[src/hw/rtl/lsac_pkg.sv]
// lsac_pkg: shared types and constants of the led strip animation controller
// mode codes, register indexes and register reset values
// no dependencies
`timescale 1ns / 1ps

package lsac_pkg;

	// animation modes, same code as the request field
	typedef enum logic [2:0] {
		MODE_OFF     = 3'd0,
		MODE_IDLE    = 3'd1,
		MODE_FWD     = 3'd2,
		MODE_RWD     = 3'd3,
		MODE_ARRIVED = 3'd4,
		MODE_ALARM   = 3'd5,
		MODE_ERROR   = 3'd6
	} mode_t;

	// request code that names no mode
	localparam logic [2:0] REQ_UNUSED = 3'd7;

	// configuration register indexes
	localparam logic [2:0] CFG_ENABLE    = 3'd0;
	localparam logic [2:0] CFG_LED_COUNT = 3'd1;
	localparam logic [2:0] CFG_STEP      = 3'd2;
	localparam logic [2:0] CFG_BREATH    = 3'd3;
	localparam logic [2:0] CFG_BLINK     = 3'd4;
	localparam logic [2:0] CFG_HOLD      = 3'd5;

	// register reset values; a zero write to step, breath or blink selects its reset value
	localparam logic [6:0]  LED_COUNT_RST = 7'd8;
	localparam logic [15:0] STEP_RST      = 16'd100;
	localparam logic [15:0] BREATH_RST    = 16'd25;
	localparam logic [15:0] BLINK_RST     = 16'd180;
	localparam logic [15:0] HOLD_RST      = 16'd140;

	// strip size
	localparam int MAX_LEDS_DEF = 64;

	// animation constants
	localparam logic [7:0]  BREATH_STEP    = 8'd5;
	localparam logic [7:0]  BREATH_START   = 8'd40;
	localparam logic [7:0]  LEVEL_FULL     = 8'd255;
	localparam logic [7:0]  CHASE_HEAD     = 8'd255;
	localparam logic [7:0]  CHASE_MID      = 8'd80;
	localparam logic [7:0]  CHASE_TAIL     = 8'd20;
	localparam logic [7:0]  AMBER_GREEN    = 8'd180;
	localparam logic [15:0] ERROR_MIN_PER  = 16'd60;

endpackage

[src/hw/rtl/led_strip_animation_controller.sv]
// led_strip_animation_controller: mode sequencer and frame streamer for an led strip
// depends on lsac_pkg
//
// channel   dir   handshake               payload
// cmd       in    cmd_valid / cmd_stall   operation, requested_state
// pix       out   pix_valid / pix_stall   pixel_index, red, green, blue, last_pixel, mode_now
// cfg       in    cfg_valid / cfg_ready   cfg_index, cfg_data
//
// a request or a tick without a frame leaves the sequencer ready; a frame tick streams one
// pixel per led in use (led count, zero counts as one, up to MAX_LEDS, 64 by default).
// a chase frame first reduces the chase position modulo the led count in a single subtractor,
// one subtraction per cycle; subtractions are needed only after the count shrank.
// the pixel output register lets the next item be taken while the last pixel waits.
// reset is asynchronous and sets all state to its reset values; no clearing pass is needed.
`timescale 1ns / 1ps

module led_strip_animation_controller
	import lsac_pkg::*;
#(
	parameter int MAX_LEDS = MAX_LEDS_DEF
) (
	input  logic        clk,
	input  logic        arst_n,
	// item input
	input  logic        cmd_valid,
	output logic        cmd_stall,
	input  logic        operation,
	input  logic [2:0]  requested_state,
	// pixel output
	output logic        pix_valid,
	input  logic        pix_stall,
	output logic [5:0]  pixel_index,
	output logic [7:0]  red,
	output logic [7:0]  green,
	output logic [7:0]  blue,
	output logic        last_pixel,
	output logic [2:0]  mode_now,
	// configuration writes
	input  logic        cfg_valid,
	output logic        cfg_ready,
	input  logic [2:0]  cfg_index,
	input  logic [15:0] cfg_data
);

	localparam logic [6:0] MaxLit = 7'(MAX_LEDS);

	typedef enum logic [1:0] {
		ST_READY,
		ST_REDUCE,
		ST_STREAM
	} seq_t;

	seq_t        state_q;

	// configuration registers
	logic        enable_q;
	logic [6:0]  led_count_q;
	logic [15:0] step_q;
	logic [15:0] breath_q;
	logic [15:0] blink_q;
	logic [15:0] hold_q;

	// animation state
	mode_t       mode_q;
	logic [15:0] elapsed_q;
	logic        repaint_q;
	logic [5:0]  chase_pos_q;
	logic [7:0]  level_q;
	logic        rising_q;
	logic        blink_lit_q;
	logic        red_phase_q;

	// frame in progress
	logic [6:0]  rem_q;
	logic [5:0]  px_q;
	logic        chase_q;
	logic [5:0]  p0_q;
	logic [5:0]  p1_q;
	logic [5:0]  p2_q;
	logic [7:0]  frm_r_q;
	logic [7:0]  frm_g_q;
	logic [7:0]  frm_b_q;

	// pixel output register
	logic        pix_valid_q;
	logic [5:0]  pixel_index_q;
	logic [7:0]  red_q;
	logic [7:0]  green_q;
	logic [7:0]  blue_q;
	logic        last_q;
	logic [2:0]  mode_now_q;

	// step a position up or down on a ring of n leds
	function automatic logic [5:0] ring_up(input logic [5:0] x, input logic [6:0] n);
		logic [6:0] s;
		s = {1'b0, x} + 7'd1;
		return (s == n) ? 6'd0 : s[5:0];
	endfunction

	function automatic logic [5:0] ring_dn(input logic [5:0] x, input logic [6:0] n);
		logic [6:0] top;
		top = n - 7'd1;
		return (x == 6'd0) ? top[5:0] : x - 6'd1;
	endfunction

	// leds in use
	logic [6:0] lit_n;
	always_comb begin
		if (led_count_q == 7'd0) begin
			lit_n = 7'd1;
		end else if (led_count_q > MaxLit) begin
			lit_n = MaxLit;
		end else begin
			lit_n = led_count_q;
		end
	end

	// configuration write decode
	logic        cfg_wr;
	logic [15:0] cfg_v;
	logic        cfg_differs;
	logic        cfg_new_enable;
	logic        cfg_force_off;
	always_comb begin
		cfg_wr = cfg_valid && cfg_ready;
		cfg_v = cfg_data;
		cfg_differs = 1'b0;
		unique case (cfg_index)
			CFG_ENABLE: begin
				cfg_differs = cfg_data[0] != enable_q;
			end
			CFG_LED_COUNT: begin
				cfg_differs = cfg_data[6:0] != led_count_q;
			end
			CFG_STEP: begin
				cfg_v = (cfg_data == 16'd0) ? STEP_RST : cfg_data;
				cfg_differs = cfg_v != step_q;
			end
			CFG_BREATH: begin
				cfg_v = (cfg_data == 16'd0) ? BREATH_RST : cfg_data;
				cfg_differs = cfg_v != breath_q;
			end
			CFG_BLINK: begin
				cfg_v = (cfg_data == 16'd0) ? BLINK_RST : cfg_data;
				cfg_differs = cfg_v != blink_q;
			end
			default: begin
			end
		endcase
		cfg_new_enable = (cfg_index == CFG_ENABLE) ? cfg_data[0] : enable_q;
		cfg_force_off = (cfg_index <= CFG_BLINK) && !cfg_new_enable;
	end

	// request decode
	logic [2:0] req_raw;
	logic       req_take;
	mode_t      req_mode;
	always_comb begin
		req_raw = enable_q ? requested_state : MODE_OFF;
		req_take = (req_raw != REQ_UNUSED) && (req_raw != mode_q)
			&& !((mode_q == MODE_ARRIVED) && (req_raw == MODE_IDLE));
		if (((mode_q == MODE_FWD) || (mode_q == MODE_RWD)) && (req_raw == MODE_IDLE)) begin
			req_mode = MODE_ARRIVED;
		end else begin
			req_mode = mode_t'(req_raw);
		end
	end

	// timer and period compare
	logic [15:0] el_inc;
	logic [15:0] err_per;
	logic [15:0] period;
	logic        expired;
	logic        fire;
	always_comb begin
		el_inc = (elapsed_q == 16'hFFFF) ? elapsed_q : elapsed_q + 16'd1;
		err_per = ((blink_q >> 1) < ERROR_MIN_PER) ? ERROR_MIN_PER : (blink_q >> 1);
		unique case (mode_q)
			MODE_IDLE:    period = breath_q;
			MODE_FWD,
			MODE_RWD:     period = step_q;
			MODE_ARRIVED: period = hold_q;
			MODE_ALARM:   period = blink_q;
			MODE_ERROR:   period = err_per;
			default:      period = 16'hFFFF;
		endcase
		expired = el_inc >= period;
		fire = repaint_q || expired;
	end

	// breathing ramp step
	logic [8:0] lvl_sum;
	logic [7:0] lvl_next;
	logic       rise_next;
	always_comb begin
		lvl_sum = {1'b0, level_q} + {1'b0, BREATH_STEP};
		if (rising_q) begin
			if (lvl_sum >= {1'b0, LEVEL_FULL}) begin
				lvl_next = LEVEL_FULL;
				rise_next = 1'b0;
			end else begin
				lvl_next = lvl_sum[7:0];
				rise_next = 1'b1;
			end
		end else begin
			if (level_q <= BREATH_STEP) begin
				lvl_next = 8'd0;
				rise_next = 1'b1;
			end else begin
				lvl_next = level_q - BREATH_STEP;
				rise_next = 1'b0;
			end
		end
	end

	// tick outcome: which frame starts and its color
	logic       solid_go;
	logic       chase_go;
	logic [7:0] col_r;
	logic [7:0] col_g;
	logic [7:0] col_b;
	always_comb begin
		solid_go = 1'b0;
		chase_go = 1'b0;
		col_r = 8'd0;
		col_g = 8'd0;
		col_b = 8'd0;
		if (!enable_q || (mode_q == MODE_OFF)) begin
			solid_go = repaint_q;
		end else begin
			unique case (mode_q)
				MODE_IDLE: begin
					solid_go = fire;
					col_b = lvl_next;
				end
				MODE_FWD,
				MODE_RWD: begin
					chase_go = fire;
				end
				MODE_ALARM: begin
					solid_go = fire;
					col_r = blink_lit_q ? 8'd0 : LEVEL_FULL;
				end
				MODE_ERROR: begin
					solid_go = fire;
					col_r = LEVEL_FULL;
					col_g = red_phase_q ? AMBER_GREEN : 8'd0;
				end
				default: begin
				end
			endcase
		end
	end

	// subtractor for the modulo reduction, and chase positions
	logic       rem_ge;
	logic [6:0] rem_sub;
	logic [5:0] c_pos;
	logic [5:0] p1_pos;
	logic [5:0] p2_pos;
	logic [5:0] cp_next;
	always_comb begin
		rem_ge = rem_q >= lit_n;
		rem_sub = rem_q - lit_n;
		c_pos = rem_q[5:0];
		if (mode_q == MODE_FWD) begin
			p1_pos = ring_dn(c_pos, lit_n);
			p2_pos = ring_dn(p1_pos, lit_n);
			cp_next = ring_up(c_pos, lit_n);
		end else begin
			p1_pos = ring_up(c_pos, lit_n);
			p2_pos = ring_up(p1_pos, lit_n);
			cp_next = ring_dn(chase_pos_q, lit_n);
		end
	end

	// color of the pixel being loaded
	logic [7:0] px_g;
	logic       px_last;
	logic       load;
	always_comb begin
		if (!chase_q) begin
			px_g = frm_g_q;
		end else if (px_q == p0_q) begin
			px_g = CHASE_HEAD;
		end else if ((lit_n >= 7'd2) && (px_q == p1_q)) begin
			px_g = CHASE_MID;
		end else if ((lit_n >= 7'd3) && (px_q == p2_q)) begin
			px_g = CHASE_TAIL;
		end else begin
			px_g = 8'd0;
		end
		px_last = ({1'b0, px_q} + 7'd1) == lit_n;
		load = !pix_valid_q || !pix_stall;
	end

	// sequencer, state and output register
	always_ff @(posedge clk or negedge arst_n) begin
		if (!arst_n) begin
			state_q <= ST_READY;
			enable_q <= 1'b0;
			led_count_q <= LED_COUNT_RST;
			step_q <= STEP_RST;
			breath_q <= BREATH_RST;
			blink_q <= BLINK_RST;
			hold_q <= HOLD_RST;
			mode_q <= MODE_OFF;
			elapsed_q <= 16'd0;
			repaint_q <= 1'b1;
			chase_pos_q <= 6'd0;
			level_q <= 8'd0;
			rising_q <= 1'b1;
			blink_lit_q <= 1'b0;
			red_phase_q <= 1'b0;
			rem_q <= 7'd0;
			px_q <= 6'd0;
			chase_q <= 1'b0;
			p0_q <= 6'd0;
			p1_q <= 6'd0;
			p2_q <= 6'd0;
			frm_r_q <= 8'd0;
			frm_g_q <= 8'd0;
			frm_b_q <= 8'd0;
			pix_valid_q <= 1'b0;
			pixel_index_q <= 6'd0;
			red_q <= 8'd0;
			green_q <= 8'd0;
			blue_q <= 8'd0;
			last_q <= 1'b0;
			mode_now_q <= 3'd0;
		end else begin
			// configuration write
			if (cfg_wr) begin
				unique case (cfg_index)
					CFG_ENABLE:    enable_q <= cfg_data[0];
					CFG_LED_COUNT: led_count_q <= cfg_data[6:0];
					CFG_STEP:      step_q <= cfg_v;
					CFG_BREATH:    breath_q <= cfg_v;
					CFG_BLINK:     blink_q <= cfg_v;
					CFG_HOLD:      hold_q <= cfg_data;
					default: begin
					end
				endcase
				if (cfg_differs) begin
					repaint_q <= 1'b1;
				end
				if (cfg_force_off) begin
					mode_q <= MODE_OFF;
				end
			end

			unique case (state_q)
				ST_READY: begin
					if (cmd_valid) begin
						if (operation) begin
							// state request
							if (req_take) begin
								mode_q <= req_mode;
								elapsed_q <= 16'd0;
								repaint_q <= 1'b1;
								unique case (req_mode)
									MODE_IDLE: begin
										level_q <= BREATH_START;
										rising_q <= 1'b1;
									end
									MODE_FWD,
									MODE_RWD:   chase_pos_q <= 6'd0;
									MODE_ALARM: blink_lit_q <= 1'b0;
									MODE_ERROR: red_phase_q <= 1'b0;
									default: begin
									end
								endcase
							end
						end else begin
							// millisecond tick
							elapsed_q <= el_inc;
							if (solid_go || chase_go) begin
								repaint_q <= 1'b0;
								if (enable_q && (mode_q != MODE_OFF)) begin
									elapsed_q <= 16'd0;
								end
								frm_r_q <= col_r;
								frm_g_q <= col_g;
								frm_b_q <= col_b;
								chase_q <= chase_go;
								px_q <= 6'd0;
								rem_q <= {1'b0, chase_pos_q};
								state_q <= chase_go ? ST_REDUCE : ST_STREAM;
							end
							if (enable_q && (mode_q == MODE_IDLE) && fire) begin
								level_q <= lvl_next;
								rising_q <= rise_next;
							end
							if (enable_q && (mode_q == MODE_ALARM) && fire) begin
								blink_lit_q <= !blink_lit_q;
							end
							if (enable_q && (mode_q == MODE_ERROR) && fire) begin
								red_phase_q <= !red_phase_q;
							end
							// arrived hold runs out into idle without a frame
							if (enable_q && (mode_q == MODE_ARRIVED)) begin
								repaint_q <= 1'b0;
								if (expired) begin
									mode_q <= MODE_IDLE;
									elapsed_q <= 16'd0;
									level_q <= BREATH_START;
									rising_q <= 1'b1;
									repaint_q <= 1'b1;
								end
							end
						end
					end
				end
				ST_REDUCE: begin
					// one subtraction per cycle until the position is below the count
					if (rem_ge) begin
						rem_q <= rem_sub;
					end else begin
						p0_q <= c_pos;
						p1_q <= p1_pos;
						p2_q <= p2_pos;
						chase_pos_q <= cp_next;
						state_q <= ST_STREAM;
					end
				end
				ST_STREAM: begin
					if (load) begin
						px_q <= px_q + 6'd1;
						if (px_last) begin
							state_q <= ST_READY;
						end
					end
				end
				default: begin
					state_q <= ST_READY;
				end
			endcase

			// pixel output register
			if ((state_q == ST_STREAM) && load) begin
				pix_valid_q <= 1'b1;
				pixel_index_q <= px_q;
				red_q <= frm_r_q;
				green_q <= px_g;
				blue_q <= frm_b_q;
				last_q <= px_last;
				mode_now_q <= mode_q;
			end else if (!pix_stall) begin
				pix_valid_q <= 1'b0;
			end
		end
	end

	assign cmd_stall = state_q != ST_READY;
	assign cfg_ready = 1'b1;
	assign pix_valid = pix_valid_q;
	assign pixel_index = pixel_index_q;
	assign red = red_q;
	assign green = green_q;
	assign blue = blue_q;
	assign last_pixel = last_q;
	assign mode_now = mode_now_q;

endmodule

[config.mk]
export PLATFORM = sky130hd
export DESIGN_NAME = led_strip_animation_controller
export DESIGN_NICKNAME = d
export VERILOG_FILES = /design/src/hw/rtl/lsac_pkg.sv /design/src/hw/rtl/led_strip_animation_controller.sv
export SDC_FILE = /design/constraint.sdc
export NUM_CORES = 1
export LEC_CHECK = 0
export ABC_CLOCK_PERIOD_IN_PS = 5340
export BUFFER_PORTS_ARGS = -buffer_cell sky130_fd_sc_hd__buf_2
export CAP_MARGIN = 20
export CORE_ASPECT_RATIO = 1.5
export CORE_UTILIZATION = 35
export CTS_CLUSTER_DIAMETER = 30
export CTS_CLUSTER_SIZE = 25
export DETAILED_ROUTE_END_ITERATION = 8
export GPL_TIMING_DRIVEN = 0
export PLACE_DENSITY = 0.51
export RECOVER_POWER = 50
export SYNTH_ARGS = -nofsm -noshare
export SYNTH_HDL_FRONTEND = slang
export SYNTH_SLANG_ARGS = --single-unit
[constraint.sdc]
create_clock -name clk -period 5.34 [get_ports clk]
set_input_delay 0.801 -clock clk [delete_from_list [all_inputs] [get_ports clk]]
set_output_delay 0.801 -clock clk [all_outputs]
set_load 0.02 [all_outputs]
==> results.md <==
- Worst Skew: 0.01514 ns
- Startpoint types: flip-flop
- Netlist cell types: between 80 and 90
- Remaining global-route overflow: 0
- Ys flop type: dfrtp_1
- Max-slew violations: 181
- PnR worst setup slack: 0.2910 ns
- Hold WC Path Type: reg -> reg
- DIE AREA: 0.03575 sq mm
- Switching share of power: 0.4364
- Least-Margin Pin Slew: 2.688 ns
- EDFF count, synth: 0
- Logic gate share of total power: 0.475
- DRT Pass-1 Iters: 7
- Synth Warn #: 0
- Via/cell ratio: approximately 5.5
- Share of the synthesized area in the top cell type: 0.3311
- Core area: 0.03437 sq mm
- Post-Syn Nets: 1453
- Row cnt: 83
- CTS Buffer Depth: 2
- TritonCTS Buffers: 17
- Top cells by area, synth: dfrtp_1 (33%), mux2_2 (6.4%), nand2_1 (5.2%)
- Initial core utilization: 0.3562
- R2R setup slack: 0.29 ns
- Largest net degree at the start of global routing: roughly 110
- CTS tree: built
- Clock network power share: 0.212
- Flop pwr share: 0.313
- Hpwl dp: ~30000 um
- Hold_buf cts: 0
- Synth Cell Area: around 0.012 sq mm
- # port buffers: 49
- Final nets: approximately 1500
- Status: finished with violations
- #FFs+latches synth: 178
- Critical Path AT: about 5.4 ns
- Hold_sp: frm_b_q[5]
- Post-synthesis sequential area ratio: 0.3654
- R2R cell count: 18
- Synth area leader: dfrtp_1
- Failing checks: capacitance limit, slew limit
- P_leak: 5.995 nW
- Initial antenna violation count: 2
- Area delta synth->final: 12.78%
- Wirelength, routed: 39650 um
- VDD IR max: 0.2202 mV
- Fin crit share: 0.9455
- RSZ-0062 raised after global routing: no
- Number of DRC markers in iteration 0: 636
- Via count: 10690
- GPL Wtd Cong: 0.9162
- Reg2reg start: led_count_q[4]
- Synth top cells by count: nand2_1 (169), dfrtp_1 (162), nor2_1 (98), a21oi_1 (83), clkbuf_1 (76)
- Pwr Density: 434.5 mW/mm^2
- Cells after Synth: 1384
- Die width: approximately 150 um
- Net Switching: 2.619 mW
- DR WL/cell: 20.38 um
- Hold endpoint: blue[5]
- Htree depth: 4
- Critical path class: reg -> reg
- CP Capture Type: flip-flop
- Final setup fails: 0
- Root Buffer: clkbuf_16
- DRC: 0
- Fraction of layout cells with a size suffix above 1: 0.1551
- Die height: 231.1 um
- Fin util: 0.4018
- RR Endpoint: p2_q[2]
- Fill cells: 3509
- Fmax: 198.1 MHz
- Final ANT Viol Nets: 0
- Most numerous cell in the Yosys netlist: nand2_1
- CTS Sinks: 178
- Hold depth: 2
- Tmin final: 5.049 ns
- Req. time, crit path: 5.67 ns
- Num ports: 65
- Syn avg cell area: around 8.8 sq um
- Clock transition at path regs: 0.07 ns
- Post-Place Setup Slack: -0.3829 ns
- Worst slew margin: -0.7919
- Global-route wire length before repair: 61110 um
- Vias in the first global route: 10540
- Worst-Skew Late Latency: 0.46 ns
- Final Hold Viols: 0
- GRT Total Usage: 0.2256
- Max Cap Viol: 2
- Critical path peak fanout: 10
- Pint: 3.382 mW
- Fraction of registers with async set/reset: 1.000
## flip-flops by register name, summed over array words and instances, names as in the netlist, 7 cells and up
signal / flops
breath_q: 16
rem_q: 7
blue: 8
blink_q: 16
frm_b_q: 8
level_q: 8
step_q: 16
led_count_q: 7
elapsed_q: 16
hold_q: 16
## stage by stage
step                area (sq um)  hold slack [ns]  TNS, ns  power (mW)  instances
finish                     13810           0.4653        0       6.000       1945
global route               13810           0.4969        0       6.389       1945
CTS                        13740           0.4395        0       6.008       1935
detailed placement         13120           0.4502   -9.093       4.708       1902
global placement           13080           0.4523   -8.197       4.665       1900
floorplan                  12250           0.4275        0       3.862       1384
## how the worst max path moves through the flow
stage          cells past startpoint      startpoint       endpoint
4_1_cts                           18  led_count_q[4]        p2_q[1]
2_1_floorplan                     18  led_count_q[3]        p2_q[3]
3_5_place_dp                      18  led_count_q[4]        p2_q[1]
6_report                          18  led_count_q[4]        p2_q[2]
3_3_place_gp                      15       mode_q[0]   elapsed_q[8]
5_1_grt                           17       mode_q[0]  elapsed_q[10]
## kinds of logic after synthesis
kind of cell | Yosys count | synth area share
compound gates | 349 | 0.1928
xor+xnor | 123 | 0.08971
fa+ha+maj | 41 | 0.04251
buf+inv | 147 | 0.05068
flops | 178 | 0.3654
mux | 81 | 0.07336
other cells | 1 | 0.0003062
simple gates | 464 | 0.1852
## layout by cell type (no fill, tap or decap), types with 21 or more instances in the layout
master,count
dfrtp_1,162
buf_2,58
nand2b_1,29
mux2_2,69
a21o_1,30
o21ai_0,72
nand2_1,169
xor2_1,53
nand3_1,24
a21oi_1,82
clkbuf_1,77
buf_4,21
ha_1,39
inv_1,38
nor3_1,35
nor2_1,97
xnor2_1,67
## per-layer routing
metal / part of all wire / global-route usage / vias to the layer above / wire (um)
met3: 0.034 / 0.03571 / 81 / 1332
met4: 0.044 / 0.1154 / 0 / 1750
met1: 0.39 / 0.2482 / 5238 / 15420
li1: - / - / 5092 / -
met5: 0 / 0 / - / 0
met2: 0.53 / 0.4153 / 281 / 21140
## layout make-up
| type | instances | area, sq um | area share |
|---|---|---|---|
| multi-input cells | 1059 | 7226 | 0.5232 |
| flip-flops and latches | 178 | 4474 | 0.3240 |
| well taps | 467 | 584.3 | 0.04231 |
| plain buffers | 109 | 481.7 | 0.03488 |
| clock buffers | 18 | 429.2 | 0.03107 |
| repair buffers | 60 | 319.1 | 0.02310 |
| clock inverters | 14 | 148.9 | 0.01078 |
| inverters | 38 | 142.6 | 0.01033 |
| diodes | 2 | 5.005 | 0.0003624 |
## power by group through the flow
stage	Sequential (mW)	Combinational, mW	Clock [mW]
detailed placement	1.90	2.81	0
finish	1.88	2.85	1.27
CTS	1.87	2.83	1.30
global placement	1.90	2.77	0
global route	1.91	3.12	1.36
floorplan	1.85	2.01	0
## worst max-delay path, cell delays in order, from the launching register on
cell and delay [ns]:
dfrtp_1 0.39, buf_2 0.24, nor4_4 0.39, a21oi_2 0.15, nor2_4 0.15, ha_1 0.32
nor4_4 0.36, and2_1 0.17, buf_2 0.24, nor2b_1 0.16, ha_2 0.27, o21ai_0 0.17
o21ai_0 0.12, a32oi_1 0.19, xor2_1 0.21, a221o_1 0.38, or4_1 0.52, nor4_1 0.36
o31ai_1 0.11
## timing repair
| item | CTS | global route |
|---|---|---|
| setup endpoints to repair | 38 | 43 |
| resized for setup | 9 | 9 |
| setup buffers | 1 | 8 |
| hold endpoints to repair | 0 | 0 |
| pin swaps | 1 | 5 |
Note: power is estimated with default switching activity, not from simulation.
